### src/hw/rtl/hslp_pkg.sv
package hslp_pkg;

    // Parse phases, one per expected element of the status line, plus PH_SKIP after an error
    typedef enum logic [3:0] {
        PH_H1     = 4'd0,
        PH_T1     = 4'd1,
        PH_T2     = 4'd2,
        PH_P      = 4'd3,
        PH_SLASH  = 4'd4,
        PH_MAJOR  = 4'd5,
        PH_DOT    = 4'd6,
        PH_MINOR  = 4'd7,
        PH_SP1    = 4'd8,
        PH_CODE1  = 4'd9,
        PH_CODE2  = 4'd10,
        PH_CODE3  = 4'd11,
        PH_SP2    = 4'd12,
        PH_REASON = 4'd13,
        PH_LF     = 4'd14,
        PH_SKIP   = 4'd15
    } t_phase;

    typedef enum logic [1:0] {
        KIND_NONE   = 2'd0,
        KIND_REASON = 2'd1,
        KIND_DONE   = 2'd2,
        KIND_ERROR  = 2'd3
    } t_kind;

    typedef enum logic [3:0] {
        ERR_NAME     = 4'd0,
        ERR_SLASH    = 4'd1,
        ERR_MAJOR    = 4'd2,
        ERR_DOT      = 4'd3,
        ERR_MINOR    = 4'd4,
        ERR_SPACE1   = 4'd5,
        ERR_CODE     = 4'd6,
        ERR_SPACE2   = 4'd7,
        ERR_LINE_END = 4'd8
    } t_err;

    localparam int COL_W  = 16;
    localparam int CODE_W = 10;

    typedef struct packed {
        t_kind             kind;
        logic [7:0]        reason_byte;
        logic [3:0]        version_major;
        logic [3:0]        version_minor;
        logic [CODE_W-1:0] status_code;
        logic [3:0]        error_code;
        logic [7:0]        error_byte;
        logic [COL_W-1:0]  error_column;
    } t_result;

endpackage

### src/hw/rtl/hslp_parse.sv
module hslp_parse import hslp_pkg::*; (
    input  logic       i_clk,
    input  logic       i_rst_n,
    input  logic       i_step,
    input  logic [7:0] i_data_byte,
    input  logic       i_strict,
    output t_result    o_result
);

    t_phase            r_phase,  n_phase;
    logic [3:0]        r_major,  n_major;
    logic [3:0]        r_minor,  n_minor;
    logic [CODE_W-1:0] r_code,   n_code;
    logic [COL_W-1:0]  r_col,    n_col;
    logic              r_extra,  n_extra;

    logic              err;
    t_err              err_code;
    logic              done;
    logic              is_digit;
    logic              is_reason;
    logic [3:0]        digit;
    logic [CODE_W+3:0] code_x10;

    assign is_digit  = (i_data_byte >= 8'h30) && (i_data_byte <= 8'h39);
    assign is_reason = (i_data_byte == 8'h09) || (i_data_byte == 8'h20)
                    || ((i_data_byte >= 8'h21) && (i_data_byte <= 8'h7E))
                    || i_data_byte[7];
    assign digit     = i_data_byte[3:0];
    // code * 10 as two shifts and an add
    assign code_x10  = {r_code, 3'b000} + {2'b00, r_code, 1'b0};

    always_comb begin
        n_phase  = r_phase;
        n_major  = r_major;
        n_minor  = r_minor;
        n_code   = r_code;
        n_extra  = r_extra;
        n_col    = (r_col == {COL_W{1'b1}}) ? r_col : r_col + 1'b1;
        err      = 1'b0;
        err_code = ERR_NAME;
        done     = 1'b0;
        o_result = '0;

        unique case (r_phase)
            PH_H1: begin
                if (i_data_byte == 8'h48) n_phase = PH_T1;
                else err = 1'b1;
            end
            PH_T1: begin
                if (i_data_byte == 8'h54) n_phase = PH_T2;
                else err = 1'b1;
            end
            PH_T2: begin
                if (i_data_byte == 8'h54) n_phase = PH_P;
                else err = 1'b1;
            end
            PH_P: begin
                if (i_data_byte == 8'h50) n_phase = PH_SLASH;
                else err = 1'b1;
            end
            PH_SLASH: begin
                if (i_data_byte == 8'h2F) n_phase = PH_MAJOR;
                else begin err = 1'b1; err_code = ERR_SLASH; end
            end
            PH_MAJOR: begin
                if (is_digit) begin
                    n_major = digit;
                    n_phase = PH_DOT;
                end else begin
                    err = 1'b1; err_code = ERR_MAJOR;
                end
            end
            PH_DOT: begin
                if (i_data_byte == 8'h2E) n_phase = PH_MINOR;
                else begin err = 1'b1; err_code = ERR_DOT; end
            end
            PH_MINOR: begin
                if (is_digit) begin
                    n_minor = digit;
                    n_phase = PH_SP1;
                end else begin
                    err = 1'b1; err_code = ERR_MINOR;
                end
            end
            PH_SP1: begin
                if (i_data_byte == 8'h20) begin
                    n_phase = PH_CODE1;
                    n_extra = 1'b0;
                    n_code  = '0;
                end else begin
                    err = 1'b1; err_code = ERR_SPACE1;
                end
            end
            PH_CODE1: begin
                if (i_data_byte == 8'h20) begin
                    if (i_strict && r_extra) begin
                        err = 1'b1; err_code = ERR_CODE;
                    end else begin
                        n_extra = 1'b1;
                    end
                end else if (is_digit) begin
                    n_code  = {{(CODE_W-4){1'b0}}, digit};
                    n_phase = PH_CODE2;
                end else begin
                    err = 1'b1; err_code = ERR_CODE;
                end
            end
            PH_CODE2, PH_CODE3: begin
                if (is_digit) begin
                    n_code  = code_x10[CODE_W-1:0] + {{(CODE_W-4){1'b0}}, digit};
                    n_phase = (r_phase == PH_CODE2) ? PH_CODE3 : PH_SP2;
                end else begin
                    err = 1'b1; err_code = ERR_CODE;
                end
            end
            PH_SP2: begin
                if (i_data_byte == 8'h20) n_phase = PH_REASON;
                else begin err = 1'b1; err_code = ERR_SPACE2; end
            end
            PH_REASON: begin
                if (is_reason) begin
                    o_result.kind        = KIND_REASON;
                    o_result.reason_byte = i_data_byte;
                end else if (i_data_byte == 8'h0D) begin
                    n_phase = PH_LF;
                end else if (i_data_byte == 8'h0A) begin
                    done = 1'b1;
                end else begin
                    err = 1'b1; err_code = ERR_LINE_END;
                end
            end
            PH_LF: begin
                if (i_data_byte == 8'h0A) done = 1'b1;
                else begin err = 1'b1; err_code = ERR_LINE_END; end
            end
            PH_SKIP: begin
                if (i_data_byte == 8'h0A) done = 1'b1;
            end
        endcase

        if (err) begin
            o_result.kind         = KIND_ERROR;
            o_result.error_code   = err_code;
            o_result.error_byte   = i_data_byte;
            o_result.error_column = r_col;
            n_phase = PH_SKIP;
        end

        if (done && r_phase != PH_SKIP) begin
            o_result.kind          = KIND_DONE;
            o_result.version_major = r_major;
            o_result.version_minor = r_minor;
            o_result.status_code   = r_code;
        end

        // line end (completed, skipped, or the failing byte itself) starts a new line
        if (done || (err && i_data_byte == 8'h0A)) begin
            n_phase = PH_H1;
            n_major = '0;
            n_minor = '0;
            n_code  = '0;
            n_col   = '0;
            n_extra = 1'b0;
        end
    end

    always_ff @(posedge i_clk) begin
        if (!i_rst_n) begin
            r_phase <= PH_H1;
            r_major <= '0;
            r_minor <= '0;
            r_code  <= '0;
            r_col   <= '0;
            r_extra <= 1'b0;
        end else if (i_step) begin
            r_phase <= n_phase;
            r_major <= n_major;
            r_minor <= n_minor;
            r_code  <= n_code;
            r_col   <= n_col;
            r_extra <= n_extra;
        end
    end

    a_col_reset_on_h1: assert property (@(posedge i_clk) disable iff (!i_rst_n)
        (r_phase == PH_H1) |-> (r_col == '0))
        else $error("column not zero at line start");

    a_code_range: assert property (@(posedge i_clk) disable iff (!i_rst_n)
        (r_phase == PH_REASON || r_phase == PH_SP2) |-> (r_code <= 10'd999))
        else $error("status code out of range");

endmodule

### src/hw/rtl/hslp_obuf.sv
module hslp_obuf import hslp_pkg::*; (
    input  logic    i_clk,
    input  logic    i_rst_n,
    input  logic    i_push,
    input  t_result i_result,
    output logic    o_can_push,
    output logic    o_valid,
    input  logic    i_ready,
    output t_result o_result
);

    logic    r_main_valid, n_main_valid;
    logic    r_skid_valid, n_skid_valid;
    t_result r_main, n_main;
    t_result r_skid, n_skid;
    logic    pop;

    assign pop        = r_main_valid && i_ready;
    assign o_can_push = !r_skid_valid;
    assign o_valid    = r_main_valid;
    assign o_result   = r_main;

    always_comb begin
        n_main_valid = r_main_valid;
        n_skid_valid = r_skid_valid;
        n_main       = r_main;
        n_skid       = r_skid;
        if (r_skid_valid) begin
            if (pop) begin
                n_main       = r_skid;
                n_skid_valid = 1'b0;
            end
        end else if (i_push) begin
            if (!r_main_valid || pop) begin
                n_main       = i_result;
                n_main_valid = 1'b1;
            end else begin
                n_skid       = i_result;
                n_skid_valid = 1'b1;
            end
        end else if (pop) begin
            n_main_valid = 1'b0;
        end
    end

    always_ff @(posedge i_clk) begin
        if (!i_rst_n) begin
            r_main_valid <= 1'b0;
            r_skid_valid <= 1'b0;
        end else begin
            r_main_valid <= n_main_valid;
            r_skid_valid <= n_skid_valid;
        end
        r_main <= n_main;
        r_skid <= n_skid;
    end

    a_skid_implies_main: assert property (@(posedge i_clk) disable iff (!i_rst_n)
        r_skid_valid |-> r_main_valid)
        else $error("skid entry without main entry");

    a_no_push_when_full: assert property (@(posedge i_clk) disable iff (!i_rst_n)
        r_skid_valid |-> !i_push)
        else $error("push into full buffer");

    a_skid_drains: assert property (@(posedge i_clk) disable iff (!i_rst_n)
        (r_skid_valid && pop) |=> (r_main_valid && !r_skid_valid))
        else $error("skid entry lost on pop");

endmodule

### src/hw/rtl/http_status_line_parser.sv
// channel  | valid       | ready       | payload
// ---------+-------------+-------------+------------------------------------------
// in       | i_in_valid  | o_in_ready  | i_data_byte
// out      | o_out_valid | i_out_ready | o_kind .. o_error_column (one result)
// cfg      | i_cfg_valid | o_cfg_ready | i_strict_spacing
//
// One byte per cycle while the output buffer has room; each byte beat yields exactly
// one result beat, registered in the output buffer. The parse state machine is
// combinational next-state logic (compare, x10 add, saturating column increment).
// A two-entry output buffer (main + skid) keeps o_in_ready registered: input
// stalls only once both entries are held by a stalled output side.
// Reset is synchronous active low; it clears the parse state and the buffer,
// and strict spacing returns to 0. No clearing pass; ready right after reset.
module http_status_line_parser import hslp_pkg::*; (
    input  logic              i_clk,
    input  logic              i_rst_n,
    // byte input
    input  logic              i_in_valid,
    output logic              o_in_ready,
    input  logic [7:0]        i_data_byte,
    // result output
    output logic              o_out_valid,
    input  logic              i_out_ready,
    output logic [1:0]        o_kind,
    output logic [7:0]        o_reason_byte,
    output logic [3:0]        o_version_major,
    output logic [3:0]        o_version_minor,
    output logic [CODE_W-1:0] o_status_code,
    output logic [3:0]        o_error_code,
    output logic [7:0]        o_error_byte,
    output logic [COL_W-1:0]  o_error_column,
    // configuration
    input  logic              i_cfg_valid,
    output logic              o_cfg_ready,
    input  logic              i_strict_spacing
);

    logic    r_strict;
    logic    in_beat;
    logic    can_push;
    t_result step_result;
    t_result out_result;

    // config writes must arrive only while idle (the user's duty; not enforced here); always take them
    assign o_cfg_ready = 1'b1;

    always_ff @(posedge i_clk) begin
        if (!i_rst_n) begin
            r_strict <= 1'b0;
        end else if (i_cfg_valid) begin
            r_strict <= i_strict_spacing;
        end
    end

    assign o_in_ready = can_push;
    assign in_beat    = i_in_valid && can_push;

    // state machine: advances on every accepted byte beat
    hslp_parse u_parse (
        .i_clk       (i_clk),
        .i_rst_n     (i_rst_n),
        .i_step      (in_beat),
        .i_data_byte (i_data_byte),
        .i_strict    (r_strict),
        .o_result    (step_result)
    );

    // result register with skid entry
    hslp_obuf u_obuf (
        .i_clk      (i_clk),
        .i_rst_n    (i_rst_n),
        .i_push     (in_beat),
        .i_result   (step_result),
        .o_can_push (can_push),
        .o_valid    (o_out_valid),
        .i_ready    (i_out_ready),
        .o_result   (out_result)
    );

    assign o_kind          = out_result.kind;
    assign o_reason_byte   = out_result.reason_byte;
    assign o_version_major = out_result.version_major;
    assign o_version_minor = out_result.version_minor;
    assign o_status_code   = out_result.status_code;
    assign o_error_code    = out_result.error_code;
    assign o_error_byte    = out_result.error_byte;
    assign o_error_column  = out_result.error_column;

    a_result_fields_clean: assert property (@(posedge i_clk) disable iff (!i_rst_n)
        (o_out_valid && o_kind == KIND_REASON) |->
            (o_status_code == '0 && o_error_column == '0 && o_error_code == '0))
        else $error("stray fields on reason beat");

endmodule

### config.mk
export PLATFORM = sky130hd
export DESIGN_NAME = http_status_line_parser
export DESIGN_NICKNAME = d
export VERILOG_FILES = /design/src/hw/rtl/hslp_pkg.sv /design/src/hw/rtl/hslp_parse.sv /design/src/hw/rtl/hslp_obuf.sv /design/src/hw/rtl/http_status_line_parser.sv
export SDC_FILE = /design/constraint.sdc
export NUM_CORES = 1
export LEC_CHECK = 0
export ABC_CLOCK_PERIOD_IN_PS = 4100
export BUFFER_PORTS_ARGS = -buffer_cell sky130_fd_sc_hd__buf_2
export CORE_UTILIZATION = 54
export CTS_CLUSTER_DIAMETER = 100
export CTS_CLUSTER_SIZE = 14
export DETAILED_ROUTE_END_ITERATION = 12
export PLACE_DENSITY_LB_ADDON = 0.2
export SYNTH_ARGS = -nofsm -noshare
export SYNTH_HDL_FRONTEND = slang
export SYNTH_HIERARCHICAL = 1
export SYNTH_SLANG_ARGS = --single-unit
### constraint.sdc
create_clock -name i_clk -period 4.1 [get_ports i_clk]
set_input_delay 0.205 -clock i_clk [delete_from_list [all_inputs] [get_ports i_clk]]
set_output_delay 0.205 -clock i_clk [all_outputs]
set_load 0.02 [all_outputs]
==> impl_metrics.ini <==
[timing]
setup_repair_after_global_routing_missed_its_margin = no
final_period_minus_worst_setup_slack_ns = 3.11
transition_time_at_the_pin_with_the_least_slew_margin_ns = 1.12
timing.fmax_mhz = 322
timing.max_slew.rel_slack_pct = 25.6
final.period_utilization_pct = 75.8
final_hold_violating_endpoints = 0
final-max-slew-violation-count = 0
final-setup-viol-count = 0
worst_clock_skew_ns = 0.00860
finalSetupTns_ns = 0

[placed_design]
dpl_cell_area_um2 = 7940
io_buffers = 71
detailedPlacementHpwl_um = 10300
routabilityCongestion = 0.931
post-place-cells = 799

[clocking]
post_cts.repair.setup_buffers = 0
cts_inserted_buffers = 17
clock-root-buffer = sky130_fd_sc_hd__clkbuf_16
cts.clk_slew.worst_paths_ns = 0.06
clock_tree_from_tritoncts = built
cts.repair.resized = 0
cts.path.max_buffers = 2
clkLatencyLatePin_ns = 0.42
tritoncts_num_sinks = 154
clock_tree.htree_level_count = 4

[grt]
grt_overflow = 0
grt_max_degree = 62
global_route.usage.total_pct = 22.1
first_global_vias = 4742
first_pass_grt_wire_length_um = 24300
grt_antenna_before_repair = 0

[synthesis]
synth-seq-cells = 154
synthXorXnorAreaFrac_pct = 1.87
avg_cell_area_syn_um2 = 13.0
async_flop_share_pct = 0
yosys.area_share.adder_pct = 3.04
share_of_the_yosys_chip_area_belonging_to_registers_pct = 56.1
synth.yosys.warnings = 6
synth_cell_area_um2 = 7490
synthDistinctLibCells = 70
synth_compound_gate_area_share_pct = 8.65
synthSimpleGateAreaFrac_pct = 14.9
synth-main-ff-cell = sky130_fd_sc_hd__edfxtp_1
number_of_flops_mapped_to_enable_cells_by_yosys = 112
postSynthNetCount = 608
syn-instance-count = 577
combinational_family_with_the_most_area_after_synthesis = simple AND/OR/NAND/NOR gates
share_of_cell_area_taken_by_muxes_after_synthesis_pct = 12.0

[drt]
detailed_route_drc_error_count = 0
detail-route-antenna-nets = 0
drt-wirelength-per-cell_um = 18.0
detail_route.iter0.violations = 347
drt-total-wl_um = 14900
detailroute.via_count = 4814
drt_pass1_iterations = 5
vias_per_cell = 5.79

[power_and_ir_drop]
areal_power_density_over_the_cells_nw_per_um2 = 471
ir_worst_vdd_mv = 0.255
total_power_uw = 4020
cellLeakagePower_uw = 0.00315

[floorplan]
fp.dieH_um = 120
design.portCount = 73
fp.coreArea_um2 = 13400
die_area_um2 = 14400
initial_utilization_pct = 55.9
floorplan.rows = 42
die_w_um = 120

[setup_path]
worst_path_arrival_ns = 3.22
crit_type = reg2reg
path_cells = inv_1, and2_1, and4_2, buf_12
worstReg2RegStart = u_obuf/r_skid_valid$_SDFF_PN0_
crit_start = u_obuf/r_skid_valid$_SDFF_PN0_
endpoint_kind = flop
ff2ff_setup_slack_ns = 0.99
cp_max_fo = 61
crit-reg2reg-capture = u_obuf/r_skid[13]$_DFFE_PP_
worstSetupEndpoint = u_obuf/r_skid[13]$_DFFE_PP_
slowest_delay_ns = 0.85
cp-start-kind = flop
timing.reg2reg.worst_path_depth = 4
cp_slowest_cell = sky130_fd_sc_hd__and4_2
crit_required_ns = 4.21

[run]
count_of_maximum_capacitance_violations = 0

[layout]
antenna_cell_count = 0
area.sequential_um2 = 4210
layout-area-overhead-vs-synth_pct = 13.8
nNetsFinal = 674
cell_area_after_layout_um2 = 8530
post_layout_nonfiller_instances = 832
filler_cell_count = 1030
share_of_layout_cells_above_drive_strength_1_pct = 27.9
total_area_of_multi_input_combinational_cells_um2 = 3050

[hold_path]
min-delay-path-class = in2reg

[run_status]
status = finished clean
## metrics by stage
| stage | worst slack, ns | util (%) | hold WS, ns |
|---|---|---|---|
| 6_report | 0.993 | 63.7 | 0.0424 |
| 5_1_grt | 0.876 | 63.7 | 0.0886 |
| 4_1_cts | 0.972 | 63.7 | 0.0347 |
| 3_5_place_dp | 0.941 | 59.2 | 0.436 |
| 3_3_place_gp | 0.941 | 59.2 | 0.420 |
| 2_1_floorplan | 1.01 | - | 0.302 |
## per-layer routing
layer | share of wire [%] | up-vias | track usage [%]
met3 | 5.2 | 16 | 4.94
met2 | 47 | 137 | 35.2
li1 | - | 2277 | -
met5 | 0 | - | 0
met1 | 47 | 2384 | 30.2
met4 | 1.1 | 0 | 6.64
## synthesized netlist by cell type (all sizes together), types with 2 or more instances
cell,count,area share (%)
a21boi,11,1.1
and3,2,0.17
a31oi,6,0.50
dfxtp,42,11
nand4b,3,0.35
mux2,56,11
ha,15,2.5
clkbuf,9,0.45
nor2,31,1.7
nor3,12,0.94
o311ai,2,0.57
nor3b,3,0.30
o2111ai,2,0.47
o21ai,23,1.5
nand3,14,0.94
and2,30,2.5
a21oi,16,1.1
o21a,6,0.60
nand4,12,1.0
xor2,2,0.23
nand2,25,1.3
nor4,3,0.33
buf,20,2.1
or4,2,0.20
or2,2,0.17
o211ai,2,0.20
a2111oi,2,0.32
a221oi,3,0.35
inv,17,0.85
edfxtp,112,45
nand3b,2,0.20
nor4b,3,0.52
xnor2,14,1.6
o31ai,5,0.50
fa,2,0.53
mux2i,6,0.80
or3,7,0.58
nor2b,34,2.8
## where the power goes
part	internal, µW	switching (µW)	total [µW]	leakage, µW
logic	245	364	609	0.00147
clock network	857	659	1520	0.000273
registers	1810	85.0	1890	0.00141
## repair_timing
item / in CTS / in global routing
setup endpoints to repair: 0 / 0
hold buffers: 1 / 0
hold endpoints to repair: 1 / 0
## sequential cells by signal (all words and copies together) (netlist names)
signal	flops
u_obuf/r_skid	56
u_parse/r_col	16
u_obuf/o_result	56
u_obuf/r_skid_valid	1
u_parse/r_major	4
r_strict	1
u_obuf/o_valid	1
u_parse/r_code	10
u_parse/r_phase	4
u_parse/r_minor	4
u_parse/r_extra	1
## cells by family (layout without fill, tap and decap cells)
logic type | Yosys count | after routing
and+or+nand+nor | 192 | 192
DFF | 154 | 154
AOI/OAI and AO/OA | 89 | 89
muxes | 62 | 62
buffers and inverters | 46 | 125
adders and majority gates | 17 | 17
xor gates and xnor gates | 16 | 16
other | 1 | 1
## cells in the final DEF, fill, tap and decap left out, types with 2 or more instances in the layout
cell type / count
sky130_fd_sc_hd__clkbuf_16: 17
sky130_fd_sc_hd__buf_2: 71
sky130_fd_sc_hd__a31oi_1: 6
sky130_fd_sc_hd__o31ai_1: 5
sky130_fd_sc_hd__nor3_2: 2
sky130_fd_sc_hd__clkinvlp_4: 4
sky130_fd_sc_hd__nor3b_1: 3
sky130_fd_sc_hd__a21oi_1: 15
sky130_fd_sc_hd__a21boi_0: 10
sky130_fd_sc_hd__or3_1: 7
sky130_fd_sc_hd__nand4_1: 12
sky130_fd_sc_hd__mux2_4: 56
sky130_fd_sc_hd__and2_1: 29
sky130_fd_sc_hd__nand2_1: 25
sky130_fd_sc_hd__nand4b_1: 3
sky130_fd_sc_hd__nor2_1: 30
sky130_fd_sc_hd__xor2_1: 2
sky130_fd_sc_hd__o21ai_0: 17
sky130_fd_sc_hd__fa_1: 2
sky130_fd_sc_hd__inv_6: 7
sky130_fd_sc_hd__nand3b_1: 2
sky130_fd_sc_hd__a221oi_1: 3
sky130_fd_sc_hd__and3_1: 2
sky130_fd_sc_hd__o21a_1: 6
sky130_fd_sc_hd__nor3_1: 10
sky130_fd_sc_hd__buf_4: 3
sky130_fd_sc_hd__or4_1: 2
sky130_fd_sc_hd__or2_2: 2
sky130_fd_sc_hd__o21ai_1: 6
sky130_fd_sc_hd__edfxtp_1: 112
sky130_fd_sc_hd__nand3_1: 14
sky130_fd_sc_hd__mux2i_1: 6
sky130_fd_sc_hd__inv_1: 17
sky130_fd_sc_hd__dfxtp_1: 41
sky130_fd_sc_hd__xnor2_1: 14
sky130_fd_sc_hd__ha_1: 15
sky130_fd_sc_hd__nor4_1: 2
sky130_fd_sc_hd__nor2b_1: 34
sky130_fd_sc_hd__o211ai_1: 2
sky130_fd_sc_hd__nor4b_2: 2
## cell type report
| class | instances | area share, % |
|---|---|---|
| clock inverters | 15 | 1.85 |
| multi-input cells | 377 | 35.7 |
| inverters | 17 | 0.748 |
| flip-flops and latches | 154 | 49.3 |
| clock buffers | 17 | 4.99 |
| well taps | 176 | 2.58 |
| repair buffers | 76 | 4.78 |
## worst min path at each step
stage | slack, ns | cells after the start | from | to
floorplan | 0.30 | 1 | i_out_ready | u_obuf/r_skid_valid$_SDFF_PN0_
global placement | 0.42 | 2 | i_out_ready | u_obuf/r_skid_valid$_SDFF_PN0_
detailed placement | 0.44 | 2 | i_out_ready | u_obuf/r_skid_valid$_SDFF_PN0_
CTS | 0.03 | 3 | i_strict_spacing | r_strict$_SDFFE_PN0P_
global route | 0.09 | 3 | i_strict_spacing | r_strict$_SDFFE_PN0P_
finish | 0.04 | 3 | i_strict_spacing | r_strict$_SDFFE_PN0P_
## critical path, delay by kind of cell (launching register included)
kind	cells	cell delay [ns]
buf+inv	2	0.54
flops	1	0.66
simple gates	2	1.55
(Power assumes the default switching activity.)
